$ cat config.mk
export PLATFORM = sky130hd
export DESIGN_NAME = touch_single_move_tracker_unit
export DESIGN_NICKNAME = d
export VERILOG_FILES = /design/src/rtl/core/tsmt_pkg.sv /design/src/rtl/core/tsmt_in_stage.sv /design/src/rtl/core/tsmt_tracker.sv /design/src/rtl/core/tsmt_out_stage.sv /design/src/rtl/core/touch_single_move_tracker_unit.sv
export SDC_FILE = /design/constraint.sdc
export NUM_CORES = 1
export LEC_CHECK = 0
export BUFFER_PORTS_ARGS = -buffer_cell sky130_fd_sc_hd__buf_2
export CAP_MARGIN = 25
export CORE_ASPECT_RATIO = 0.8
export CORE_MARGIN = 2
export CORE_UTILIZATION = 57
export DETAILED_ROUTE_END_ITERATION = 7
export PLACE_DENSITY_LB_ADDON = 0.05
export REMOVE_ABC_BUFFERS = 1
export SYNTH_ARGS = -nofsm -noshare
export SYNTH_HDL_FRONTEND = slang
export SYNTH_SLANG_ARGS = --single-unit
$ cat constraint.sdc
create_clock -name clk_i -period 10.2 [get_ports clk_i]
set_input_delay 1.53 -clock clk_i [delete_from_list [all_inputs] [get_ports clk_i]]
set_output_delay 1.53 -clock clk_i [all_outputs]
set_load 0.1 [all_outputs]
$ cat src/rtl/core/tsmt_pkg.sv
// shared types and constants of the single-finger touchpad move tracker
package tsmt_pkg;

  localparam int MaxPointers = 16;

  localparam int PidW    = 4;
  localparam int MaskW   = 16;
  localparam int PosW    = 16;
  localparam int RelW    = PosW + 1;
  localparam int StampW  = 48;
  localparam int DevW    = 16;
  localparam int ZoneW   = 16;
  localparam int CfgIdxW = 1;

  localparam int InDataW  = 120;
  localparam int OutDataW = 104;

  // only ids below MaxPointers can be listed as touching
  localparam logic [MaskW-1:0] ValidMask = (MaxPointers >= MaskW) ? {MaskW{1'b1}} :
                                           MaskW'((64'd1 << MaxPointers) - 64'd1);

  localparam logic [CfgIdxW-1:0] CfgDeadZoneX = 1'b0;
  localparam logic [CfgIdxW-1:0] CfgDeadZoneY = 1'b1;

  typedef enum logic [1:0] {
    ActDown  = 2'd0,
    ActMove  = 2'd1,
    ActUp    = 2'd2,
    ActOther = 2'd3
  } action_e;

  typedef enum logic [1:0] {
    ModeWaiting = 2'd0,
    ModeMoving  = 2'd1,
    ModeDead    = 2'd2
  } mode_e;

  typedef struct packed {
    action_e            action;
    logic [PidW-1:0]    pointer_id;
    logic [MaskW-1:0]   touched_mask;
    logic               item_present;
    logic [PosW-1:0]    pos_x;
    logic [PosW-1:0]    pos_y;
    logic [StampW-1:0]  stamp;
    logic [DevW-1:0]    source_device;
  } item_t;

  typedef struct packed {
    logic [RelW-1:0]    rel_x;
    logic [RelW-1:0]    rel_y;
    logic [StampW-1:0]  move_time;
    logic [DevW-1:0]    move_device;
  } result_t;

  typedef struct packed {
    logic                valid;
    logic [CfgIdxW-1:0]  index;
    logic [ZoneW-1:0]    data;
  } cfg_wr_t;

endpackage

$ cat src/rtl/core/tsmt_in_stage.sv
// input register stage holding one event item
module tsmt_in_stage import tsmt_pkg::*; (
  input  logic  clk_i,
  input  logic  rst_ni,
  input  logic  s_valid_i,
  output logic  s_ready_o,
  input  item_t s_item_i,
  input  logic  take_i,
  output logic  item_valid_o,
  output item_t item_o
);

  logic  valid_q, valid_d;
  item_t item_q;

  assign s_ready_o    = !valid_q || take_i;
  assign item_valid_o = valid_q;
  assign item_o       = item_q;

  always_comb begin
    valid_d = valid_q;
    if (s_valid_i && s_ready_o) begin
      valid_d = 1'b1;
    end else if (take_i) begin
      valid_d = 1'b0;
    end
  end

  always_ff @(posedge clk_i or negedge rst_ni) begin
    if (!rst_ni) begin
      valid_q <= 1'b0;
    end else begin
      valid_q <= valid_d;
    end
  end

  always_ff @(posedge clk_i) begin
    if (s_valid_i && s_ready_o) begin
      item_q <= s_item_i;
    end
  end

endmodule

$ cat src/rtl/core/tsmt_tracker.sv
// tracking state, dead-zone registers and the per-event step logic
module tsmt_tracker import tsmt_pkg::*; (
  input  logic    clk_i,
  input  logic    rst_ni,
  input  cfg_wr_t cfg_i,
  input  logic    step_i,
  input  item_t   item_i,
  output logic    res_valid_o,
  output result_t res_o
);

  logic [ZoneW-1:0] dz_x_q, dz_y_q;
  mode_e            mode_q, mode_d;
  logic [PidW-1:0]  tracked_q, tracked_d;
  logic [PosW-1:0]  last_x_q, last_x_d, last_y_q, last_y_d;
  logic             latched_q, latched_d;
  logic [DevW-1:0]  dev_q, dev_d;

  logic [MaskW-1:0] mask_v, pbit, rest;
  logic             listed, mask_one, rest_one, rest_none;
  logic [PidW-1:0]  rest_idx;
  logic signed [RelW-1:0] dx, dy, zx, zy, nzx, nzy;
  logic             in_zone;

  always_comb begin
    mask_v = item_i.touched_mask & ValidMask;
    pbit   = (int'(item_i.pointer_id) < MaxPointers) ?
             (MaskW'(1) << item_i.pointer_id) : '0;
    listed = |(mask_v & pbit);
    rest   = mask_v & ~pbit;
    mask_one  = (mask_v != '0) && ((mask_v & (mask_v - MaskW'(1))) == '0);
    rest_one  = (rest != '0) && ((rest & (rest - MaskW'(1))) == '0);
    rest_none = (rest == '0);
    // rest is one-hot where its index is used
    rest_idx = '0;
    for (int i = 0; i < MaskW; i++) begin
      if (rest[i]) begin
        rest_idx = rest_idx | PidW'(i);
      end
    end
  end

  always_comb begin
    dx  = $signed({item_i.pos_x[PosW-1], item_i.pos_x}) - $signed({last_x_q[PosW-1], last_x_q});
    dy  = $signed({item_i.pos_y[PosW-1], item_i.pos_y}) - $signed({last_y_q[PosW-1], last_y_q});
    zx  = $signed({1'b0, dz_x_q});
    zy  = $signed({1'b0, dz_y_q});
    nzx = -zx;
    nzy = -zy;
    in_zone = (dx > nzx) && (dx < zx) && (dy > nzy) && (dy < zy);
  end

  always_comb begin
    mode_d      = mode_q;
    tracked_d   = tracked_q;
    last_x_d    = last_x_q;
    last_y_d    = last_y_q;
    latched_d   = latched_q;
    dev_d       = dev_q;
    res_valid_o = 1'b0;
    case (mode_q)
      ModeWaiting: begin
        if (!listed) begin
          mode_d = ModeDead;
        end else if (item_i.action == ActDown && mask_one) begin
          if (!item_i.item_present) begin
            mode_d = ModeDead;
          end else begin
            tracked_d = item_i.pointer_id;
            last_x_d  = item_i.pos_x;
            last_y_d  = item_i.pos_y;
            mode_d    = ModeMoving;
          end
        end else if (item_i.action == ActUp && rest_one) begin
          if (!item_i.item_present) begin
            mode_d = ModeDead;
          end else begin
            tracked_d = rest_idx;
            last_x_d  = item_i.pos_x;
            last_y_d  = item_i.pos_y;
            mode_d    = ModeMoving;
          end
        end
      end
      ModeMoving: begin
        if (!listed) begin
          mode_d = ModeDead;
        end else if (item_i.action == ActDown || item_i.action == ActUp) begin
          mode_d = ModeWaiting;
        end else if (item_i.action != ActMove) begin
          mode_d = ModeDead;
        end else if (!item_i.item_present || item_i.pointer_id != tracked_q) begin
          mode_d = ModeDead;
        end else begin
          if (!latched_q) begin
            latched_d = 1'b1;
            dev_d     = item_i.source_device;
          end
          if (!in_zone) begin
            last_x_d    = item_i.pos_x;
            last_y_d    = item_i.pos_y;
            res_valid_o = 1'b1;
          end
        end
      end
      default: begin
        // dead, and any stray code
        if (item_i.action == ActUp && rest_none) begin
          mode_d = ModeWaiting;
        end
      end
    endcase
  end

  always_comb begin
    res_o.rel_x       = dx;
    res_o.rel_y       = dy;
    res_o.move_time   = item_i.stamp;
    res_o.move_device = dev_d;
  end

  always_ff @(posedge clk_i or negedge rst_ni) begin
    if (!rst_ni) begin
      dz_x_q <= '0;
      dz_y_q <= '0;
    end else if (cfg_i.valid) begin
      if (cfg_i.index == CfgDeadZoneX) begin
        dz_x_q <= cfg_i.data;
      end
      if (cfg_i.index == CfgDeadZoneY) begin
        dz_y_q <= cfg_i.data;
      end
    end
  end

  always_ff @(posedge clk_i or negedge rst_ni) begin
    if (!rst_ni) begin
      mode_q    <= ModeWaiting;
      tracked_q <= '0;
      last_x_q  <= '0;
      last_y_q  <= '0;
      latched_q <= 1'b0;
      dev_q     <= '0;
    end else if (step_i) begin
      mode_q    <= mode_d;
      tracked_q <= tracked_d;
      last_x_q  <= last_x_d;
      last_y_q  <= last_y_d;
      latched_q <= latched_d;
      dev_q     <= dev_d;
    end
  end

  a_res_only_moving: assert property (@(posedge clk_i) disable iff (!rst_ni)
    (step_i && res_valid_o) |-> (mode_q == ModeMoving && mode_d == ModeMoving))
    else $error("result produced outside moving mode");

  a_last_pos_follows_result: assert property (@(posedge clk_i) disable iff (!rst_ni)
    (step_i && res_valid_o) |=> (last_x_q == $past(item_i.pos_x) &&
                                 last_y_q == $past(item_i.pos_y)))
    else $error("reported position not stored");

  a_latch_sticky: assert property (@(posedge clk_i) disable iff (!rst_ni)
    latched_q |=> (latched_q && $stable(dev_q)))
    else $error("device latch changed after being set");

  a_track_on_entry: assert property (@(posedge clk_i) disable iff (!rst_ni)
    (step_i && tracked_d != tracked_q) |-> (mode_q == ModeWaiting && mode_d == ModeMoving))
    else $error("tracked id changed outside tracking start");

endmodule

$ cat src/rtl/core/tsmt_out_stage.sv
// result register toward the output stream
module tsmt_out_stage import tsmt_pkg::*; (
  input  logic    clk_i,
  input  logic    rst_ni,
  input  logic    load_i,
  input  result_t res_i,
  output logic    ready_o,
  output logic    m_valid_o,
  input  logic    m_ready_i,
  output result_t m_res_o
);

  logic    valid_q, valid_d;
  result_t res_q;

  assign ready_o   = !valid_q || m_ready_i;
  assign m_valid_o = valid_q;
  assign m_res_o   = res_q;

  always_comb begin
    valid_d = valid_q;
    if (load_i) begin
      valid_d = 1'b1;
    end else if (m_ready_i) begin
      valid_d = 1'b0;
    end
  end

  always_ff @(posedge clk_i or negedge rst_ni) begin
    if (!rst_ni) begin
      valid_q <= 1'b0;
    end else begin
      valid_q <= valid_d;
    end
  end

  always_ff @(posedge clk_i) begin
    if (load_i) begin
      res_q <= res_i;
    end
  end

endmodule

$ cat src/rtl/core/touch_single_move_tracker_unit.sv
// single-finger touchpad move tracker, top level
// path: an event item is held in the input register and its result in the result register
// throughput: one event item per cycle; a result waiting for m_axis_tready holds
// the step, and the input register then takes at most one more item
// reset: control state, mode, tracked pointer, stored position, device latch
// and dead-zone registers clear asynchronously on rst_ni low
module touch_single_move_tracker_unit import tsmt_pkg::*; (
  input  logic                clk_i,
  input  logic                rst_ni,
  input  logic                cfg_valid_i,
  output logic                cfg_ready_o,
  input  logic [CfgIdxW-1:0]  cfg_index_i,
  input  logic [ZoneW-1:0]    cfg_data_i,
  input  logic                s_axis_tvalid,
  output logic                s_axis_tready,
  // pointer_id, touched_mask, item_present, pos_x, pos_y, stamp, source_device, zero pad
  input  logic [InDataW-1:0]  s_axis_tdata,
  // action
  input  logic [1:0]          s_axis_tuser,
  output logic                m_axis_tvalid,
  input  logic                m_axis_tready,
  // rel_x, rel_y, move_time, move_device, zero pad
  output logic [OutDataW-1:0] m_axis_tdata
);

  item_t   s_item, item;
  result_t res, m_res;
  cfg_wr_t cfg;
  logic    item_valid, out_ready, step, res_valid;

  always_comb begin
    s_item.action        = action_e'(s_axis_tuser);
    s_item.pointer_id    = s_axis_tdata[3:0];
    s_item.touched_mask  = s_axis_tdata[19:4];
    s_item.item_present  = s_axis_tdata[20];
    s_item.pos_x         = s_axis_tdata[36:21];
    s_item.pos_y         = s_axis_tdata[52:37];
    s_item.stamp         = s_axis_tdata[100:53];
    s_item.source_device = s_axis_tdata[116:101];
  end

  assign cfg_ready_o = 1'b1;
  assign cfg.valid   = cfg_valid_i;
  assign cfg.index   = cfg_index_i;
  assign cfg.data    = cfg_data_i;

  assign step = item_valid && out_ready;

  tsmt_in_stage u_in_stage (
    .clk_i        (clk_i),
    .rst_ni       (rst_ni),
    .s_valid_i    (s_axis_tvalid),
    .s_ready_o    (s_axis_tready),
    .s_item_i     (s_item),
    .take_i       (out_ready),
    .item_valid_o (item_valid),
    .item_o       (item)
  );

  tsmt_tracker u_tracker (
    .clk_i       (clk_i),
    .rst_ni      (rst_ni),
    .cfg_i       (cfg),
    .step_i      (step),
    .item_i      (item),
    .res_valid_o (res_valid),
    .res_o       (res)
  );

  tsmt_out_stage u_out_stage (
    .clk_i     (clk_i),
    .rst_ni    (rst_ni),
    .load_i    (step && res_valid),
    .res_i     (res),
    .ready_o   (out_ready),
    .m_valid_o (m_axis_tvalid),
    .m_ready_i (m_axis_tready),
    .m_res_o   (m_res)
  );

  assign m_axis_tdata = {6'b0, m_res.move_device, m_res.move_time, m_res.rel_y, m_res.rel_x};

endmodule

==> results of run 1 <==
[flip-flops by register name, indices dropped and copies added (netlist names), 2 cells and up]
signal and count:
u_out_stage.m_res_o 98, u_in_stage.item_o 119, u_tracker.dz_y_q 16, u_tracker.dz_x_q 16, u_tracker.tracked_q 4, u_tracker.last_y_q 16, u_tracker.mode_q 2, u_tracker.last_x_q 16
u_tracker.dev_q 16
[cells by family (layout without fill, tap and decap cells)]
logic type | count (synthesis) | count (layout) | synth area share (%)
flops | 306 | 306 | 57.86
simple gates | 264 | 264 | 8.975
compound gates | 213 | 213 | 9.588
buf+inv | 129 | 391 | 3.842
fa+ha+maj | 99 | 99 | 8.213
mux | 98 | 98 | 7.940
xor+xnor | 61 | 61 | 3.535
other cells | 2 | 8 | 0.04970
[final cells by class]
cell class / instances / share of cell area (%)
Sequential cell: 306 / 49.30
Multi-Input combinational cell: 742 / 32.81
Timing Repair Buffer: 246 / 7.224
Clock buffer: 41 / 4.755
Tap cell: 357 / 2.519
Inverter: 87 / 1.841
Clock inverter: 17 / 1.538
Antenna cell: 1 / 0.01411
[power by group]
| part | total, µW | internal [µW] | switching [µW] |
|---|---|---|---|
| Sequential | 1460 | 1400 | 53.2 |
| Combinational | 454 | 194 | 260 |
| Clock | 1220 | 739 | 481 |
| Total | 3130 | 2340 | 794 |
[stage by stage]
| stage | cells | setup WS [ns] |
|---|---|---|
| 2_1_floorplan | 1135 | 2.063 |
| 3_3_place_gp | 1736 | 3.731 |
| 3_5_place_dp | 1737 | 4.220 |
| 4_1_cts | 1795 | 4.098 |
| 5_1_grt | 1796 | 3.495 |
| 6_report | 1797 | 4.072 |
[worst paths after layout]
| check | startpoint | end | slack [ns] | cells past startpoint |
|---|---|---|---|---|
| setup / recovery | u_in_stage.item_o[65]$_DFFE_PP_ | u_out_stage.m_res_o[59]$_DFFE_PP_ | 4.07 | 20 |
| hold / removal | u_in_stage.item_o[24]$_DFFE_PP_ | u_out_stage.m_res_o[24]$_DFFE_PP_ | 0.42 | 0 |
| setup reg to reg | u_in_stage.item_o[65]$_DFFE_PP_ | u_out_stage.m_res_o[59]$_DFFE_PP_ | 4.07 | 20 |
| hold reg to reg | u_in_stage.item_o[24]$_DFFE_PP_ | u_out_stage.m_res_o[24]$_DFFE_PP_ | 0.42 | 0 |
| max in group asynchronous | rst_ni | u_tracker.last_x_q[3]$_DFFE_PN0P_ | 8.13 | 2 |
| min in group asynchronous | rst_ni | u_tracker.last_y_q[12]$_DFFE_PN0P_ | 0.92 | 1 |
[metal layers]
layer	up-vias	share of wire (%)	GRT usage [%]
li1	4816	-	-
met1	4688	45	30.66
met2	273	46	35.09
met3	39	7.7	6.182
met4	4	1.7	4.291
met5	-	0.089	0
[cell usage in the layout, fill, tap and decap left out, drive strengths merged, types with 28 or more instances in the layout]
| cell | instances |
|---|---|
| nand2 | 52 |
| nor3 | 28 |
| inv | 88 |
| dfrtp | 89 |
| o21ai | 51 |
| nor2 | 67 |
| buf | 246 |
| edfxtp | 217 |
| clkbuf | 41 |
| xnor2 | 47 |
| a21oi | 48 |
| ha | 92 |
| mux2 | 88 |
[critical path, delay by kind of cell (launching register included)]
family,cells,cell delay [ns]
AND/OR/NAND/NOR,6,1.05
adder cells (fa/ha/maj),2,0.61
flip-flops,1,0.43
XOR/XNOR,1,0.32
buffers and inverters,1,0.76
AO/OA/AOI/OAI,10,2.54
==> qor.log, run 1 <==
INFO  outcome        run_status=finished, final reports clean
INFO  clock_network  cts_tree=built
INFO  yosys          synth_top_cells_by_count=sky130_fd_sc_hd__edfxtp_1 (217), sky130_fd_sc_hd__ha_1 (92), sky130_fd_sc_hd__dfrtp_1 (89)
INFO  place          dp_area=16590µm²
INFO  sta            max_freq=163.2MHz
INFO  yosys          netlist_top_cells_area=sky130_fd_sc_hd__edfxtp_1 (43%), sky130_fd_sc_hd__dfrtp_1 (15%), sky130_fd_sc_hd__ha_1 (7.6%)
INFO  job            drv_cap=0
INFO  yosys          synth_async_sr_flop_share=29.08%
INFO  sta            setup_violations=0
INFO  grt            initial_antenna_violation_count=3
INFO  detailed_routing post_drt_wl_per_cell=16.89µm
INFO  detailed_routing remaining_drc_errors=0
INFO  yosys          most_used_dff_post_synth=sky130_fd_sc_hd__edfxtp_1
INFO  sta            hold_ws=0.4158ns
INFO  place          gp_congestion=0.8653
INFO  clock_network  cts_setup_buffers=0
INFO  worst_setup_path cp_cell_sequence=ha_1, nor2b_1, o21ai_0, a21oi_1, o21a_1, o21ai_0, a2111oi_0, nor3b_1, o41ai_1, a21oi_1, xnor2_1, ha_1, a211oi_1, nand3_1, a31oi_1, nor2_1, o211ai_1, nor2_1, nor2_4, buf_4
INFO  worst_setup_path worst-endpoint-required=10.40ns
INFO  yosys          yosysTopAreaCell=sky130_fd_sc_hd__edfxtp_1
INFO  detailed_routing route.final.wire_length=30350µm
INFO  grt            first_global_vias=9668
INFO  clock_network  tritoncts.num_buffers=31
INFO  detailed_routing ant_nets=0
INFO  sta            final_hold_viol_count=0
INFO  grt            grt-ovfl-total=0
INFO  sta            final-max-slew-violation-count=0
INFO  grt            wire_length_of_the_first_global_routing_pass=48660µm
INFO  yosys          yosys_warnings=0
INFO  floorplanning  floorplan.die.height=149.6µm
INFO  hold_path      holdCritPathClass=reg2reg
INFO  worst_setup_path worst_ep_arrival_time=6.33ns
INFO  yosys          syn-instance-count=1172
INFO  yosys          yosysUniqueCellTypes=77
INFO  yosys          synth_most_common_cell=sky130_fd_sc_hd__edfxtp_1
INFO  cells_and_area syn_to_final_growth=17.36%
INFO  sta            setup_tns=0ns
INFO  cells_and_area fill_cells=2009
INFO  clock_network  worstSkewPairLatency=0.58ns
INFO  cells_and_area layout.cell_area.non_filler=17740µm²
INFO  sta            max_slew.worst_pin.slew=0.9476ns
INFO  clock_network  clock_tree.htree_level_count=1
INFO  sta            timing.slew.headroom=36.83%
INFO  cells_and_area seqCellArea=8743µm²
INFO  detailed_routing detail_route.iter0.violations=660
INFO  power_and_ir_drop vdd_drop_max=154.4µV
INFO  cells_and_area post_route_cells_drive_above_1_share=28.01%
INFO  yosys          synth_seq_area_share=57.86%
INFO  worst_setup_path setup.worst_path.start_class=flip-flop
INFO  cells_and_area finish.net_count=1652
INFO  grt            globalRouteTotalUtil=22.07%
INFO  yosys          syn-cell-area=15110µm²
INFO  place          detailedPlacementHpwl=21520µm
INFO  cells_and_area total_area_of_multi_input_combinational_cells=5819µm²
INFO  place          io_buffers=240
INFO  detailed_routing routed_via_density=5.465
INFO  clock_network  cts.sink_count=306
INFO  grt            largest_net_degree_at_the_start_of_global_routing=67
INFO  worst_setup_path critical_path.max_stage_delay=0.76ns
INFO  clock_network  post_cts_resize_count=0
INFO  worst_setup_path path_max_fanout=64
INFO  worst_setup_path worst_setup_path_class=reg2reg
INFO  sta            period_share=60.08%
INFO  detailed_routing drtPass1Iterations=5
INFO  cells_and_area final_core_utilization=67.71%
INFO  power_and_ir_drop cellPowerDensity=176.5nW/µm²
INFO  sta            period_needed=6.128ns
INFO  floorplanning  fp.dieW=186.0µm
INFO  yosys          synth.avg_cell_area=12.89µm²
INFO  detailed_routing detailroute.via_count=9820
INFO  sta            finalClockSkew=0.01350ns
INFO  floorplanning  initial_utilization=57.69%
INFO  worst_setup_path end_kind=flip-flop
INFO  clock_network  cts_max_path_buffers=3
INFO  power_and_ir_drop p_leak=0.007420µW
INFO  sta            rsz0062_at_grt=false
INFO  yosys          synth_enable_flop_cells=217
INFO  floorplanning  fp.coreArea=26190µm²
INFO  yosys          synthDominantCellAreaShare=43.12%
INFO  power_and_ir_drop finalPower=3131µW
INFO  clock_network  worst_setup_hold_path_clk_slew=0.07ns
INFO  yosys          ys_seq_elements=306
INFO  floorplanning  placement_rows=53
INFO  clock_network  holdBufCountCts=0
INFO  clock_network  clock-root-buffer=sky130_fd_sc_hd__clkbuf_16
INFO  floorplanning  dieArea=27840µm²
INFO  worst_setup_path timing.critical_path.slowest_stage_cell=sky130_fd_sc_hd__buf_4
INFO  floorplanning  top_level_ports=251
Power figures use the tool's default switching activity.
==> run 2: changes to the inputs <==
--- a/config.mk
+++ b/config.mk
@@ -9,7 +9,7 @@
 export CAP_MARGIN = 25
 export CORE_ASPECT_RATIO = 0.8
 export CORE_MARGIN = 2
-export CORE_UTILIZATION = 57
+export CORE_UTILIZATION = 51
 export DETAILED_ROUTE_END_ITERATION = 7
 export PLACE_DENSITY_LB_ADDON = 0.05
 export REMOVE_ABC_BUFFERS = 1
==> constraint.sdc (replaced) <==
create_clock -name clk_i -period 5.25 [get_ports clk_i]
set_input_delay 0.7875 -clock clk_i [delete_from_list [all_inputs] [get_ports clk_i]]
set_output_delay 0.7875 -clock clk_i [all_outputs]
set_load 0.1 [all_outputs]
==> run 2 against run 1 <==
Compared with the run above: cell count up 2.1%; flip-flop and latch count unchanged; clock power up 77%; design area up 0.81%; clock skew down 0.00078 ns; core utilization down 6.5 points; count of clock-buffer cells in the layout down 6; hold slack worse by 0.086 ns.
==> qor.log, run 2 (synthesized netlist as in run 1, its figures left out) <==
INFO  cells_and_area final_common_cell=sky130_fd_sc_hd__buf_2 [unchanged]
INFO  power_and_ir_drop vdd_drop_max=259.4µV [was 154.4 µV]
INFO  cells_and_area finish.net_count=1670 [was 1652]
INFO  floorplanning  placement_rows=56 [was 53]
INFO  detailed_routing detailroute.via_count=10020 [was 9820]
INFO  sta            final_hold_viol_count=0 [unchanged]
INFO  worst_setup_path worst_ep_arrival_time=5.13ns [was 6.33 ns]
INFO  grt            grt-ovfl-total=0 [unchanged]
INFO  detailed_routing ant_nets=0 [unchanged]
INFO  detailed_routing routed_via_density=5.463 [was 5.465]
INFO  worst_setup_path end_kind=flip-flop [unchanged]
INFO  floorplanning  top_level_ports=251 [unchanged]
INFO  worst_setup_path timing.rr.start=u_in_stage.item_o[64]$_DFFE_PP_ [was u_in_stage.item_o[65]$_DFFE_PP_]
INFO  job            drv_cap=0 [unchanged]
INFO  clock_network  holdBufCountCts=0 [unchanged]
INFO  worst_setup_path timing.rr.end=u_out_stage.m_res_o[4]$_DFFE_PP_ [was u_out_stage.m_res_o[59]$_DFFE_PP_]
INFO  floorplanning  floorplan.die.height=158.0µm [was 149.6 µm]
INFO  cells_and_area number_of_flip_flops_in_the_largest_register=119 [unchanged]
INFO  sta            finalClockSkew=0.01272ns [was 0.01350 ns]
INFO  sta            final-max-slew-violation-count=0 [unchanged]
INFO  detailed_routing route.final.wire_length=32560µm [was 30350 µm]
INFO  sta            period_needed=4.865ns [was 6.128 ns]
INFO  cells_and_area seqCellArea=8743µm² [unchanged]
INFO  grt            initial_antenna_violation_count=7 [was 3]
INFO  cells_and_area post_route_cells_drive_above_1_share=29.26% [was 28.01%]
INFO  place          io_buffers=240 [unchanged]
INFO  power_and_ir_drop p_leak=0.007483µW [was 0.007420 µW]
INFO  worst_setup_path path_max_fanout=26 [was 64]
INFO  cells_and_area mostFrequentLayoutCells=sky130_fd_sc_hd__buf_2 (239), sky130_fd_sc_hd__edfxtp_1 (217), sky130_fd_sc_hd__ha_1 (92), sky130_fd_sc_hd__dfrtp_1 (89), sky130_fd_sc_hd__inv_1 (87) [unchanged]
INFO  floorplanning  fp.dieW=196.5µm [was 186.0 µm]
INFO  detailed_routing post_drt_wl_per_cell=17.74µm [was 16.89 µm]
INFO  sta            rsz0062_at_grt=false [unchanged]
INFO  power_and_ir_drop cellPowerDensity=330.5nW/µm² [was 176.5 nW/µm²]
INFO  clock_network  worst_setup_hold_path_clk_slew=0.06ns [was 0.07 ns]
INFO  worst_setup_path worst_setup_path_class=reg2reg [unchanged]
INFO  worst_setup_path r2r_slack=0.38ns [was 4.07 ns]
INFO  sta            setup_violations=0 [unchanged]
INFO  detailed_routing remaining_drc_errors=0 [unchanged]
INFO  outcome        run_status=finished, final reports clean [unchanged]
INFO  grt            first_global_vias=9802 [was 9668]
INFO  clock_network  tritoncts.num_buffers=30 [was 31]
INFO  worst_setup_path worst_r2r_path_depth=25 [was 20]
INFO  sta            max_freq=205.5MHz [was 163.2 MHz]
INFO  clock_network  worstSkewPairLatency=0.56ns [was 0.58 ns]
INFO  detailed_routing drtPass1Iterations=5 [unchanged]
INFO  power_and_ir_drop finalPower=5910µW [was 3131 µW]
INFO  cells_and_area total_area_of_multi_input_combinational_cells=5866µm² [was 5819 µm²]
INFO  clock_network  cts_tree=built [unchanged]
INFO  detailed_routing detail_route.iter0.violations=652 [was 660]
INFO  place          gp_congestion=0.8898 [was 0.8653]
INFO  worst_setup_path worst-endpoint-required=5.51ns [was 10.40 ns]
INFO  cells_and_area final_core_utilization=61.19% [was 67.71%]
INFO  sta            timing.slew.headroom=30.46% [was 36.83%]
INFO  sta            period_share=92.67% [was 60.08%]
INFO  place          detailedPlacementHpwl=23870µm [was 21520 µm]
INFO  grt            largest_net_degree_at_the_start_of_global_routing=60 [was 67]
INFO  cells_and_area syn_to_final_growth=18.31% [was 17.36%]
INFO  sta            max_slew.worst_pin.slew=1.038ns [was 0.9476 ns]
INFO  hold_path      holdCritPathClass=in2async [was reg2reg]
INFO  floorplanning  fp.coreArea=29220µm² [was 26190 µm²]
INFO  clock_network  clock-root-buffer=sky130_fd_sc_hd__clkbuf_16 [unchanged]
INFO  grt            globalRouteTotalUtil=20.91% [was 22.07%]
INFO  worst_setup_path setup.worst_path.start_class=flip-flop [unchanged]
INFO  clock_network  clock_tree.htree_level_count=1 [unchanged]
INFO  clock_network  cts.sink_count=306 [unchanged]
INFO  floorplanning  initial_utilization=51.72% [was 57.69%]
INFO  grt            wire_length_of_the_first_global_routing_pass=51430µm [was 48660 µm]
INFO  cells_and_area fill_cells=2369 [was 2009]
INFO  clock_network  cts_max_path_buffers=3 [unchanged]
INFO  sta            setup_tns=0ns [unchanged]
INFO  floorplanning  dieArea=31030µm² [was 27840 µm²]
[run 2: cell count changes in the layout (fill, tap and decap cells not counted), sizes merged]
cell / change
bufinv: -2
buf: +19
clkbuf: -6
inv: -1
clkinvlp: +1
clkinv: +6
diode: +1
[run 2: worst max path at each step]
stage	start	to	cells after the start
after CTS	u_in_stage.item_o[65]$_DFFE_PP_	u_out_stage.m_res_o[55]$_DFFE_PP_	22
after global placement	u_in_stage.item_o[65]$_DFFE_PP_	u_out_stage.m_res_o[81]$_DFFE_PP_	22
final	u_in_stage.item_o[64]$_DFFE_PP_	u_out_stage.m_res_o[4]$_DFFE_PP_	25
after global routing	u_in_stage.item_o[65]$_DFFE_PP_	u_out_stage.m_res_o[12]$_DFFE_PP_	23
after detailed placement	u_in_stage.item_o[65]$_DFFE_PP_	u_out_stage.m_res_o[21]$_DFFE_PP_	22
after floorplan	u_in_stage.item_o[64]$_DFFE_PP_	u_out_stage.m_res_o[0]$_DFFE_PP_	23
[run 2: area by class of cell]
type | instances | area share, %
Clock inverter | 21 | 1.232
Sequential cell | 306 | 48.90
Multi-Input combinational cell | 742 | 32.81
Inverter | 87 | 1.826
Clock buffer | 35 | 4.304
Timing Repair Buffer | 265 | 8.265
Antenna cell | 2 | 0.02799
Tap cell | 377 | 2.638
[run 2: per-layer routing]
layer | track usage (%) | up-vias | share of wire, %
li1 | - | 4858 | -
met1 | 29.76 | 4841 | 46
met2 | 32.59 | 272 | 45
met3 | 5.454 | 43 | 6.9
met4 | 4.221 | 10 | 1.8
met5 | 0 | - | 0.19
[run 2: critical path, stage by stage, from the launching register on]
cell	delay (ns)
sky130_fd_sc_hd__edfxtp_1	0.38
sky130_fd_sc_hd__inv_1	0.07
sky130_fd_sc_hd__ha_1	0.16
sky130_fd_sc_hd__inv_1	0.06
sky130_fd_sc_hd__fa_1	0.43
sky130_fd_sc_hd__a21oi_2	0.16
sky130_fd_sc_hd__o21a_1	0.14
sky130_fd_sc_hd__o21ai_0	0.14
sky130_fd_sc_hd__nand2_1	0.14
sky130_fd_sc_hd__nor2_1	0.07
sky130_fd_sc_hd__o21ai_0	0.14
sky130_fd_sc_hd__nand2b_1	0.07
sky130_fd_sc_hd__a21oi_1	0.21
sky130_fd_sc_hd__o21ai_0	0.14
sky130_fd_sc_hd__xor2_1	0.32
sky130_fd_sc_hd__ha_1	0.31
sky130_fd_sc_hd__a21o_1	0.18
sky130_fd_sc_hd__a211oi_2	0.25
sky130_fd_sc_hd__nand3_1	0.11
sky130_fd_sc_hd__a31oi_1	0.18
sky130_fd_sc_hd__nor2_1	0.08
sky130_fd_sc_hd__o211ai_1	0.21
sky130_fd_sc_hd__nor2_2	0.12
sky130_fd_sc_hd__nor2_4	0.15
sky130_fd_sc_hd__buf_12	0.16
sky130_fd_sc_hd__buf_12	0.20
[run 2: what timing repair did]
item	4_1_cts	5_1_grt
gates resized for setup	0	12
endpoints found under the setup margin	0	130
buffers inserted	0	5
hold endpoints to repair	0	0
[run 2: through the flow]
step / area (µm²) / std cells / hold slack, ns / setup slack (ns)
after floorplan: 14880 / 1135 / 0.4003 / -2.887
after global placement: 16780 / 1772 / 0.4005 / 0.1772
after detailed placement: 16780 / 1772 / 0.4045 / 0.03388
after CTS: 17770 / 1828 / 0.3538 / 0.006854
after global routing: 17880 / 1834 / 0.3756 / 0.0007443
final: 17880 / 1835 / 0.3299 / 0.3850
[run 2: where the power goes]
| part | internal, µW | switching (µW) | leakage, µW |
|---|---|---|---|
| clock network | 1250 | 912 | 0.000477 |
| registers | 2730 | 103 | 0.00326 |
| logic | 396 | 526 | 0.00375 |
